`src/sitf_pkg.sv`:
```
// Shared types and constants for the sorted IPv4 address pool.
`default_nettype none
package sitf_pkg;

	localparam int ADDR_W          = 32;
	localparam int OCTET_W         = 8;
	localparam int POOL_DEPTH_DEF  = 64;

	typedef enum logic {
		OP_LOAD  = 1'b0,
		OP_QUERY = 1'b1
	} op_t;

	typedef enum logic [1:0] {
		MODE_ALL   = 2'd0,
		MODE_FIRST = 2'd1,
		MODE_TWO   = 2'd2,
		MODE_ANY   = 2'd3
	} qmode_t;

	typedef enum logic [1:0] {
		ST_IDLE,
		ST_SCAN,
		ST_FLUSH
	} state_t;

	// control broadcast to every cell of the chain
	typedef struct packed {
		logic load;     // insert the broadcast address
		logic capture;  // copy entries into the scan chain
		logic shift;    // move the scan chain one cell toward the head
	} cell_ctl_t;

endpackage
`default_nettype wire

```
`src/sitf_match.sv`:
```
// Query filter applied to the address at the head of the scan chain.
`default_nettype none
module sitf_match
	import sitf_pkg::*;
(
	input  wire logic [ADDR_W-1:0]  address,
	input  wire qmode_t             query_mode,
	input  wire logic [OCTET_W-1:0] key_first,
	input  wire logic [OCTET_W-1:0] key_second,
	input  wire logic [OCTET_W-1:0] match_octet,
	output logic                    hit
);

	logic [OCTET_W-1:0] o0, o1, o2, o3;

	assign o0 = address[31:24];
	assign o1 = address[23:16];
	assign o2 = address[15:8];
	assign o3 = address[7:0];

	always_comb begin
		case (query_mode)
			MODE_ALL:   hit = 1'b1;
			MODE_FIRST: hit = (o0 == key_first);
			MODE_TWO:   hit = (o0 == key_first) && (o1 == key_second);
			MODE_ANY:   hit = (o0 == match_octet) || (o1 == match_octet) ||
			                  (o2 == match_octet) || (o3 == match_octet);
			default:    hit = 1'b0;
		endcase
	end

endmodule
`default_nettype wire
```
`config.mk`:
```
export PLATFORM = sky130hd
export DESIGN_NAME = sitf_match
export DESIGN_NICKNAME = d
export VERILOG_FILES = /design/src/sitf_pkg.sv /design/src/sitf_match.sv
export SDC_FILE = /design/constraint.sdc
export NUM_CORES = 1
export LEC_CHECK = 0
export ABC_AREA = 1
export BUFFER_PORTS_ARGS = -buffer_cell sky130_fd_sc_hd__buf_2
export CAP_MARGIN = 0
export CORE_UTILIZATION = 48
export DETAILED_ROUTE_END_ITERATION = 16
export PLACE_DENSITY = 0.9
export SYNTH_ARGS = -nofsm -noshare
export SYNTH_HDL_FRONTEND = slang
export SYNTH_SLANG_ARGS = --single-unit
export TNS_END_PERCENT = 1
```
`constraint.sdc`:
```
create_clock -name vclk -period 1.8
set_input_delay 0.18 -clock vclk [all_inputs]
set_output_delay 0.18 -clock vclk [all_outputs]
set_load 0.1 [all_outputs]
```
==> impl_metrics.json <==
{
  "pin_count": 59,
  "rsz0062_at_grt": "no",
  "wl_per_cell_um": 7.08,
  "worstSetupPathType": "primary input to output port",
  "hp-start": "query_mode[1]",
  "yosys.area_share.simple": 0.601,
  "report.final.slew_viol_count": 0,
  "fmax_mhz": 707,
  "timing.final.ws_setup_ns": 0.386,
  "nClkBuffers": 0,
  "avgSynthCellArea_um2": 4.25,
  "regArea_um2": 0,
  "cp-end-kind": "output port",
  "grt_use_total": 0.213,
  "synth_area_um2": 885,
  "final_cell_mix": "nand2_1, buf_2, inv_1, nor2_1, xor2_1",
  "die_area_um2": 2020,
  "synth.area.mux_share": 0,
  "fin_crit_ns": 1.41,
  "synth_xor_area_frac": 0.158,
  "synth_top_family_by_area": "simple AND/OR/NAND/NOR gates",
  "ys_seq_area_frac": 0,
  "core_um2": 1730,
  "dp_slack_ns": 0.354,
  "start_util": 0.512,
  "io_buffers": 59,
  "ir_worst_vdd_mv": 0.130,
  "placementRows": 15,
  "die_y_um": 44.9,
  "finalSetupViolCount": 0,
  "synth.top_cell.area_share": 0.454,
  "drt_iter0_drc": 16,
  "antenna_left": 0,
  "synth_area_leaders": "nand2_1, inv_1, nor2_1, xor2_1, xnor2_1",
  "p_leak_nw": 0.883,
  "period_share": 0.786,
  "ctsResizeCount": 0,
  "syn_to_final_growth_pct": 36.6,
  "cp.required_ns": 1.62,
  "status": "complete, no violations",
  "seq_cells": 0,
  "hold_buffers": 0,
  "stdcell_area_um2": 1210,
  "crit_arrival_ns": 1.23,
  "drive_gt1_frac": 0.261,
  "vias": 1204,
  "grt_pass1_wl_um": 3420,
  "placed_area_um2": 1210,
  "ys_types": 14,
  "wirelength_um": 2050,
  "diodes": 0,
  "synthesis.instances": 208,
  "place_congestion": 0.791,
  "postCtsSetupBuffers": 0,
  "startpoint_type": "primary input",
  "whs_ns": 0.815,
  "tightest_slew_ns": 0.228,
  "fin_tns_setup_ns": 0,
  "final_common_cell": "nand2_1",
  "vias_per_cell": 4.17,
  "grt_max_degree": 6,
  "setup.worst_path.start": "match_octet[6]",
  "yosys.area.top_type": "nand2_1",
  "grt_overflow": 0,
  "grt_pass1_vias": 992,
  "crit_path_max_fanout": 5,
  "fin_nets": 324,
  "final-hold-violation-count": 0,
  "dr.pass1.iters": 4,
  "cap_violations": 0,
  "power_w": 0.000258,
  "antenna_found_initial": 0,
  "power_density_nw_per_um2": 214,
  "chipWidth_um": 44.9,
  "dpl.hpwl_um": 1870,
  "slew_headroom": 0.847,
  "yosysWarnings": 0,
  "drc": 0,
  "hold_class": "primary input to output port",
  "synth_nets": 266,
  "synth_fa_ha_area_frac": 0,
  "synth_compound_area_frac": 0.0255
}
## area by class of cell
cell class	instances	area [um2]
inverters	46	173
repair buffers	59	310
multi-input cells	159	694
fillers	188	518
well taps	25	31.3
## per-stage QoR
step                      utilization  instances
after detailed placement        0.700        289
after global routing            0.700        289
after CTS                       0.700        289
final                           0.700        289
after global placement          0.700        289
after floorplan                     -        208
## critical path: stages
cell,delay [ns]
buf_2,0.14
xnor2_1,0.16
nand2_1,0.07
nor3_1,0.19
nand2_1,0.08
nand3_1,0.08
nand2_1,0.05
nand2_1,0.11
buf_12,0.18
## power breakdown
group	total [W]	switching (W)	internal [W]
registers	0	0	0
logic	0.000258	0.000142	0.000117
clock network	0	0	0
## cell usage after synthesis, drive strengths merged
| cell type | instances |
|---|---|
| clkbuf | 1 |
| inv | 46 |
| xor2 | 12 |
| nand2 | 107 |
| nor2 | 30 |
| nand3 | 1 |
| a21oi | 2 |
| xnor2 | 4 |
| nor3 | 2 |
| o21ai | 1 |
| buf | 2 |
## metal layers
metal,global-route usage,vias to the layer above,part of all wire
li1,-,697,-
met1,0.272,459,0.46
met2,0.403,46,0.47
met3,0.0160,2,0.066
met4,0.0121,0,0.0059
met5,0,-,0
## final timing paths
path / depth (start not counted) / to
worst max-delay path: 9 / hit
worst min-delay path: 5 / hit
## cell families (layout without fill, tap and decap cells)
family / Yosys count / count (layout)
compound gates: 3 / 3
xor+xnor: 16 / 16
buf+inv: 49 / 105
simple gates: 140 / 140
Note: power is estimated with default switching activity, not from simulation.
