`config.mk`:
```
export PLATFORM = sky130hd
export DESIGN_NAME = sitf_cell
export DESIGN_NICKNAME = d
export VERILOG_FILES = /design/src/sitf_pkg.sv /design/src/sitf_cell.sv
export SDC_FILE = /design/constraint.sdc
export NUM_CORES = 1
export LEC_CHECK = 0
export ABC_AREA = 1
export BUFFER_PORTS_ARGS = -buffer_cell sky130_fd_sc_hd__buf_2
export CORE_UTILIZATION = 50
export DETAILED_ROUTE_END_ITERATION = 8
export PLACE_DENSITY = 0.85
export REMOVE_ABC_BUFFERS = 1
export SYNTH_ARGS = -nofsm -noshare
export SYNTH_HDL_FRONTEND = slang
export SYNTH_SLANG_ARGS = --single-unit
```
`constraint.sdc`:
```
create_clock -name clk -period 5.3 [get_ports clk]
set_input_delay 1.06 -clock clk [delete_from_list [all_inputs] [get_ports clk]]
set_output_delay 1.06 -clock clk [all_outputs]
set_load 0.05 [all_outputs]
```
`src/sitf_pkg.sv`:
```
// Shared types and constants for the sorted IPv4 address pool.
`default_nettype none
package sitf_pkg;

	localparam int ADDR_W          = 32;
	localparam int OCTET_W         = 8;
	localparam int POOL_DEPTH_DEF  = 64;

	typedef enum logic {
		OP_LOAD  = 1'b0,
		OP_QUERY = 1'b1
	} op_t;

	typedef enum logic [1:0] {
		MODE_ALL   = 2'd0,
		MODE_FIRST = 2'd1,
		MODE_TWO   = 2'd2,
		MODE_ANY   = 2'd3
	} qmode_t;

	typedef enum logic [1:0] {
		ST_IDLE,
		ST_SCAN,
		ST_FLUSH
	} state_t;

	// control broadcast to every cell of the chain
	typedef struct packed {
		logic load;     // insert the broadcast address
		logic capture;  // copy entries into the scan chain
		logic shift;    // move the scan chain one cell toward the head
	} cell_ctl_t;

endpackage
`default_nettype wire

```
`src/sitf_cell.sv`:
```
// One cell of the sorted chain: a pool entry plus its scan register.
`default_nettype none
module sitf_cell
	import sitf_pkg::*;
(
	input  wire logic              clk,
	input  wire logic              arst_n,
	input  wire cell_ctl_t         ctl,
	input  wire logic [ADDR_W-1:0] ins_addr,
	input  wire logic              left_valid,
	input  wire logic              left_keep,
	input  wire logic [ADDR_W-1:0] left_entry,
	input  wire logic [ADDR_W-1:0] right_scan,
	output logic                   valid,
	output logic                   keep,
	output logic [ADDR_W-1:0]      entry,
	output logic [ADDR_W-1:0]      scan
);

	logic              valid_q;
	logic [ADDR_W-1:0] entry_q;
	logic [ADDR_W-1:0] scan_q;

	// equal entries stay ahead of the new address
	assign keep  = valid_q && (entry_q >= ins_addr);
	assign valid = valid_q;
	assign entry = entry_q;
	assign scan  = scan_q;

	always_ff @(posedge clk or negedge arst_n) begin
		if (!arst_n) begin
			valid_q <= 1'b0;
		end else if (ctl.load && !keep) begin
			valid_q <= valid_q | left_valid;
		end
	end

	always_ff @(posedge clk) begin
		if (ctl.load && !keep) begin
			entry_q <= left_keep ? ins_addr : left_entry;
		end
		if (ctl.capture) begin
			scan_q <= entry_q;
		end else if (ctl.shift) begin
			scan_q <= right_scan;
		end
	end

endmodule
`default_nettype wire

```
==> summary.txt, run 1 <==
ANT cells - 0
most used flip-flop cell after synthesis - edfxtp_1
detailed-route wire length per cell - 12.9 µm
Layout Area Growth over Synthesis - 30.5%
Post-DP HPWL - 6.12 mm
Compound-Gate Fraction of Synth Area - 8.57%
worst slew pin tran - 1.14 ns
CP arrival - 2.48 ns
final cell count without fillers - 650
chip height - 86.3 µm
routability cong. - 0.811
Clock Skews - 0.0122 ns
fin. max-slew vios - 0
P_leak - 2.41 nW
min-delay worst type - primary input to asynchronous set/reset pin
crit path kind - primary input to primary output
Post-synth EDFFs - 64
CTS tree - done
Final setup viols - 0
xor/xnor share of the synthesized area - 0%
hold slack final - 0.496 ns
share of the synthesized area in the top cell type - 54.1%
vias in the first global route - 2,957
GRT Total Usage - 22.6%
antenna violations before repair - 0
reg2reg setup slack - 2.55 ns
FF-to-FF path depth - 12
Hold Buf Count CTS - 0
Skew-Pair Late Insertion Delay - 0.33 ns
Worst Setup EP - keep
DIE WIDTH - 86.3 µm
crit path launch type - primary input
Post-Synth Simple-Gate Area - 18.5%
Worst-path clk slew - 0.07 ns
largest family of logic cells by synthesized area - simple AND/OR/NAND/NOR gates
Synth Cell Area - 3550 µm²
Syn Area/Cell - 9.24 µm²
Initial Util - 52.0%
post-synthesis mux area share - 0.317%
Synth Instances - 384
register area share after synthesis - 54.8%
total CTS buffers - 9
number of nets in the layout - 684
RR Startpoint - entry[5]
global-route wire length before repair - 13.0 mm
relative slew slack - 23.8%
synth unique cells - 18
required time worst endpoint - 4.24 ns
crit end category - primary output
Post-CTS Setup Inserts - 0
vias per cell - 4.74
Placed Cells - 634
minimum clock period - 3.54 ns
worst-path maximum fanout - 3
Critical Path Start - ins_addr[11]
share of cells above drive strength 1 - 33.4%
largest net degree at the start of global routing - 64
peak supply drop - 0.000201 V
count leader, synth - nand2_1
RSZ-0062 raised after global routing - no
clock tree buffer depth - 2
clock root buffer master - clkbuf_8
core area - 6830 µm²
maximum clock rate - 282 MHz
CTS sink cnt - 65
Tcrit/Tclk final - 66.9%
routed via count - 3,083
Setup TNS Final - 0 ns
row count - 30
FF+latch count, synth - 65
Die Area - 7440 µm²
Async SR Flop Fraction - 1.54%
FF-to-FF End - entry[13]
Yosys top cell by area - edfxtp_1
adder-cell area share of the yosys netlist - 11.3%
status - complete, no violations
Iter 0 DRT Violations - 142
Final ANT Viol Nets - 0
WL final - 8.39 mm
I/O pin total - 169
global route overflow - 0
DRC violations left - 0
Synth area leaders - edfxtp_1 (54%), nand2_1 (14%), ha_1 (11%)
top post-synthesis cells by count - nand2_1 (129), edfxtp_1 (64), a21oi_1 (46)
CTS resizes - 0
Yosys warning count - 0
CTS H-tree depth - 3
Pwr Total - 1.43 mW
Pwr Density - 308 nW/µm²
port bufs - 168
MaxCap Viol Count - 0
Hold Fails Final Rpt - 0
DR pass1 iterations - 4
routing by layer:
layer / global-route usage, % / up-vias / part of all wire, %
li1: - / 1597 / -
met1: 26.8 / 1343 / 42
met2: 40.0 / 133 / 50
met3: 5.24 / 10 / 6.6
met4: 8.33 / 0 / 1.4
met5: 0 / - / 0
worst min path at each step:
stage	from	end	slack [ns]	cells past startpoint
6_report	arst_n	valid	0.50	1
5_1_grt	arst_n	valid	0.48	1
4_1_cts	arst_n	valid	0.49	1
3_5_place_dp	valid	valid	0.56	2
3_3_place_gp	valid	valid	0.55	2
2_1_floorplan	arst_n	valid	0.76	0
cells by family after synthesis:
group | Yosys count
AND/OR/NAND/NOR | 172
adder cells (fa/ha/maj) | 32
buffers and inverters | 58
flip-flops | 65
AO/OA/AOI/OAI | 56
multiplexers | 1
state kept, by name, summed over array words and instances, names as in the netlist:
register and cells:
entry 32, scan 32, valid 1
critical path, cell delays in order:
cell and delay [ns]:
buf_2 0.08, inv_1 0.04, ha_1 0.31, nand2_1 0.06
o21ai_0 0.27, a21oi_2 0.08, nand2_1 0.11, nand2_1 0.08
a21oi_1 0.12, buf_2 0.27
metrics by stage:
| step | utilization, % | area (µm²) | setup slack (ns) |
|---|---|---|---|
| 2_1_floorplan | - | 3480 | 1.63 |
| 3_3_place_gp | 65.2 | 4450 | 1.79 |
| 3_5_place_dp | 65.2 | 4450 | 1.78 |
| 4_1_cts | 67.8 | 4630 | 1.77 |
| 5_1_grt | 67.8 | 4630 | 1.65 |
| 6_report | 67.8 | 4630 | 1.76 |
layout by cell type, fill, tap and decap left out, drive strengths merged:
cell type  netlist  routed
o21a             2       2
buf             10     168
inv             44      44
o21ai            5       5
or2              1       1
a21oi           49      49
mux2             1       1
nor2            38      38
dfrtp            1       1
nor3             1       1
clkinv           0       3
clkbuf           4      12
ha              32      32
edfxtp          64      64
nand4            3       3
nand2          129     129
bufinv           0       1
where the power goes:
group          switching, mW  total, mW  leakage [nW]  internal, mW
Clock                  0.185      0.400        0.0918         0.215
Sequential            0.0207      0.643         0.639         0.623
Combinational          0.277      0.383          1.67         0.106
Total                  0.482       1.43          2.41         0.944
layout make-up:
| cell class | instances | area [µm²] |
|---|---|---|
| clock buffer | 12 | 135 |
| timing repair buffer | 168 | 841 |
| multi-input combinational | 261 | 1380 |
| inverter | 44 | 165 |
| clock inverter | 4 | 43.8 |
| tap | 96 | 120 |
| fill | 576 | 2200 |
| sequential | 65 | 1950 |
Note: power is estimated with default switching activity, not from simulation.
==> run 2: changes to the inputs <==
--- a/config.mk
+++ b/config.mk
@@ -7,9 +7,9 @@
 export LEC_CHECK = 0
 export ABC_AREA = 1
 export BUFFER_PORTS_ARGS = -buffer_cell sky130_fd_sc_hd__buf_2
-export CORE_UTILIZATION = 50
+export CORE_UTILIZATION = 47
 export DETAILED_ROUTE_END_ITERATION = 8
-export PLACE_DENSITY = 0.85
+export PLACE_DENSITY = 0.81
 export REMOVE_ABC_BUFFERS = 1
 export SYNTH_ARGS = -nofsm -noshare
 export SYNTH_HDL_FRONTEND = slang
==> constraint.sdc (replaced) <==
create_clock -name clk -period 3.45 [get_ports clk]
set_input_delay 0.69 -clock clk [delete_from_list [all_inputs] [get_ports clk]]
set_output_delay 0.69 -clock clk [all_outputs]
set_load 0.05 [all_outputs]
==> run 2 against run 1 <==
Worst hold slack worse by 0.38 ns. Global-route usage shrank 0.83 points. Power up 55%. Combinational power grew 55%. First-iteration DRC count decreased by 24%. Clock power grew 57%. Critical endpoint unchanged. Largest power group unchanged.
==> summary.txt, run 2 (synthesis gave the netlist of run 1 again) <==
maximum clock rate - 361 MHz
Skew-Pair Late Insertion Delay - 0.33 ns
Reg area - 1950 µm²
minimum clock period - 2.77 ns
P_leak - 2.43 nW
chip height - 88.9 µm
crit-path cells - ha_1, nand2_1, nor2_1, nand2_1, nor2_1, nand2_1, a21oi_1, buf_2
CP dominant cell by count - nand2_1
CP Buf/Inv Count - 1
Pwr Total - 2.21 mW
clock tree buffer depth - 2
Worst-path clk slew - 0.07 ns
critical path's slowest cell - edfxtp_1
Hold Buf Count CTS - 0
CTS tree - done
DIE WIDTH - 88.9 µm
antenna violations before repair - 0
relative slew slack - 31.5%
global-route wire length before repair - 12.8 mm
crit path launch type - flip-flop
CP max stage delay - 0.45 ns
routed via count - 3,133
Iter 0 DRT Violations - 108
peak supply drop - 0.000233 V
vias in the first global route - 2,874
DR pass1 iterations - 4
global route overflow - 0
min-delay worst type - primary input to asynchronous set/reset pin
FF-to-FF path depth - 11
ANT cells - 0
Setup TNS Final - 0 ns
multi-input logic area - 1380 µm²
Clock Skews - 0.00574 ns
design area - 4680 µm²
Post-DP HPWL - 6.50 mm
Die Area - 7900 µm²
Final setup viols - 0
Initial Util - 48.7%
Fillers - 657
largest net degree at the start of global routing - 37
RSZ-0062 raised after global routing - no
required time worst endpoint - 2.76 ns
number of nets in the layout - 688
Hold Fails Final Rpt - 0
worst-path maximum fanout - 3
hold slack final - 0.113 ns
CTS resizes - 0
dominant delay contributor by cell family on the critical path - simple AND/OR/NAND/NOR gates
RR Startpoint - entry[3]
total CTS buffers - 9
clock root buffer master - clkbuf_8
Pwr Density - 472 nW/µm²
most frequent cells in the layout - buf_2 (168), nand2_1 (129), edfxtp_1 (64), a21oi_1 (46), inv_1 (44)
crit end category - primary output
core area - 7290 µm²
I/O pin total - 169
port bufs - 168
vias per cell - 4.77
FF-to-FF End - entry[30]
reg2reg setup slack - 1.33 ns
Layout Area Growth over Synthesis - 31.7%
Final ANT Viol Nets - 0
WL final - 8.43 mm
Cell Area, Placed - 4490 µm²
row count - 31
GRT Total Usage - 21.8%
CTS sink cnt - 65
worst slew pin tran - 1.03 ns
MaxCap Viol Count - 0
status - complete, no violations
DRC violations left - 0
share of cells above drive strength 1 - 34.1%
crit path kind - flip-flop to primary output
Critical Path Start - entry[31]
fin. max-slew vios - 0
Tcrit/Tclk final - 80.2%
CTS H-tree depth - 3
routability cong. - 0.852
CP arrival - 2.08 ns
most common cell after layout, fill and taps aside - buf_2
Post-CTS Setup Inserts - 0
detailed-route wire length per cell - 12.8 µm
## run 2: cell type report
cell class,instances,area share (%)
multi-input cells,261,29.5
clock inverters,3,0.856
clock buffers,13,3.18
inverters,44,3.53
well taps,99,2.65
flip-flops and latches,65,41.6
repair buffers,172,18.6
## run 2: layer usage
layer  global-route usage, %  part of all wire, %
met4                    10.6                  1.9
met2                    39.7                   52
met1                    25.0                   42
met3                    3.42                  4.1
met5                       0                    0
## run 2: worst register-to-register path: cells and delay by family (launching register included)
| family | cells | cell delay, ns |
|---|---|---|
| and+or+nand+nor | 7 | 0.47 |
| DFF | 1 | 0.42 |
| adders and majority gates | 1 | 0.33 |
| AOI/OAI and AO/OA | 2 | 0.33 |
| buffers and inverters | 1 | 0.26 |
## run 2: stage by stage
stage	std cells	worst slack [ns]	util, %
5_1_grt	657	0.456	64.1
4_1_cts	657	0.663	64.1
6_report	657	0.683	64.1
3_5_place_dp	641	0.667	61.5
3_3_place_gp	641	0.702	61.5
2_1_floorplan	370	0.519	-
## run 2: how the worst max path moves through the flow
stage / end / slack, ns / depth (start not counted)
final: keep / 0.68 / 8
after global routing: keep / 0.46 / 8
after CTS: keep / 0.66 / 14
after detailed placement: keep / 0.67 / 14
after global placement: keep / 0.70 / 14
after floorplan: keep / 0.52 / 12
## run 2: power by group
part / total (mW) / internal (mW) / leakage, nW / switching (mW)
combinational: 0.592 / 0.167 / 1.69 / 0.425
clock: 0.627 / 0.352 / 0.0974 / 0.275
sequential: 0.989 / 0.956 / 0.639 / 0.0326
total: 2.21 / 1.48 / 2.43 / 0.732
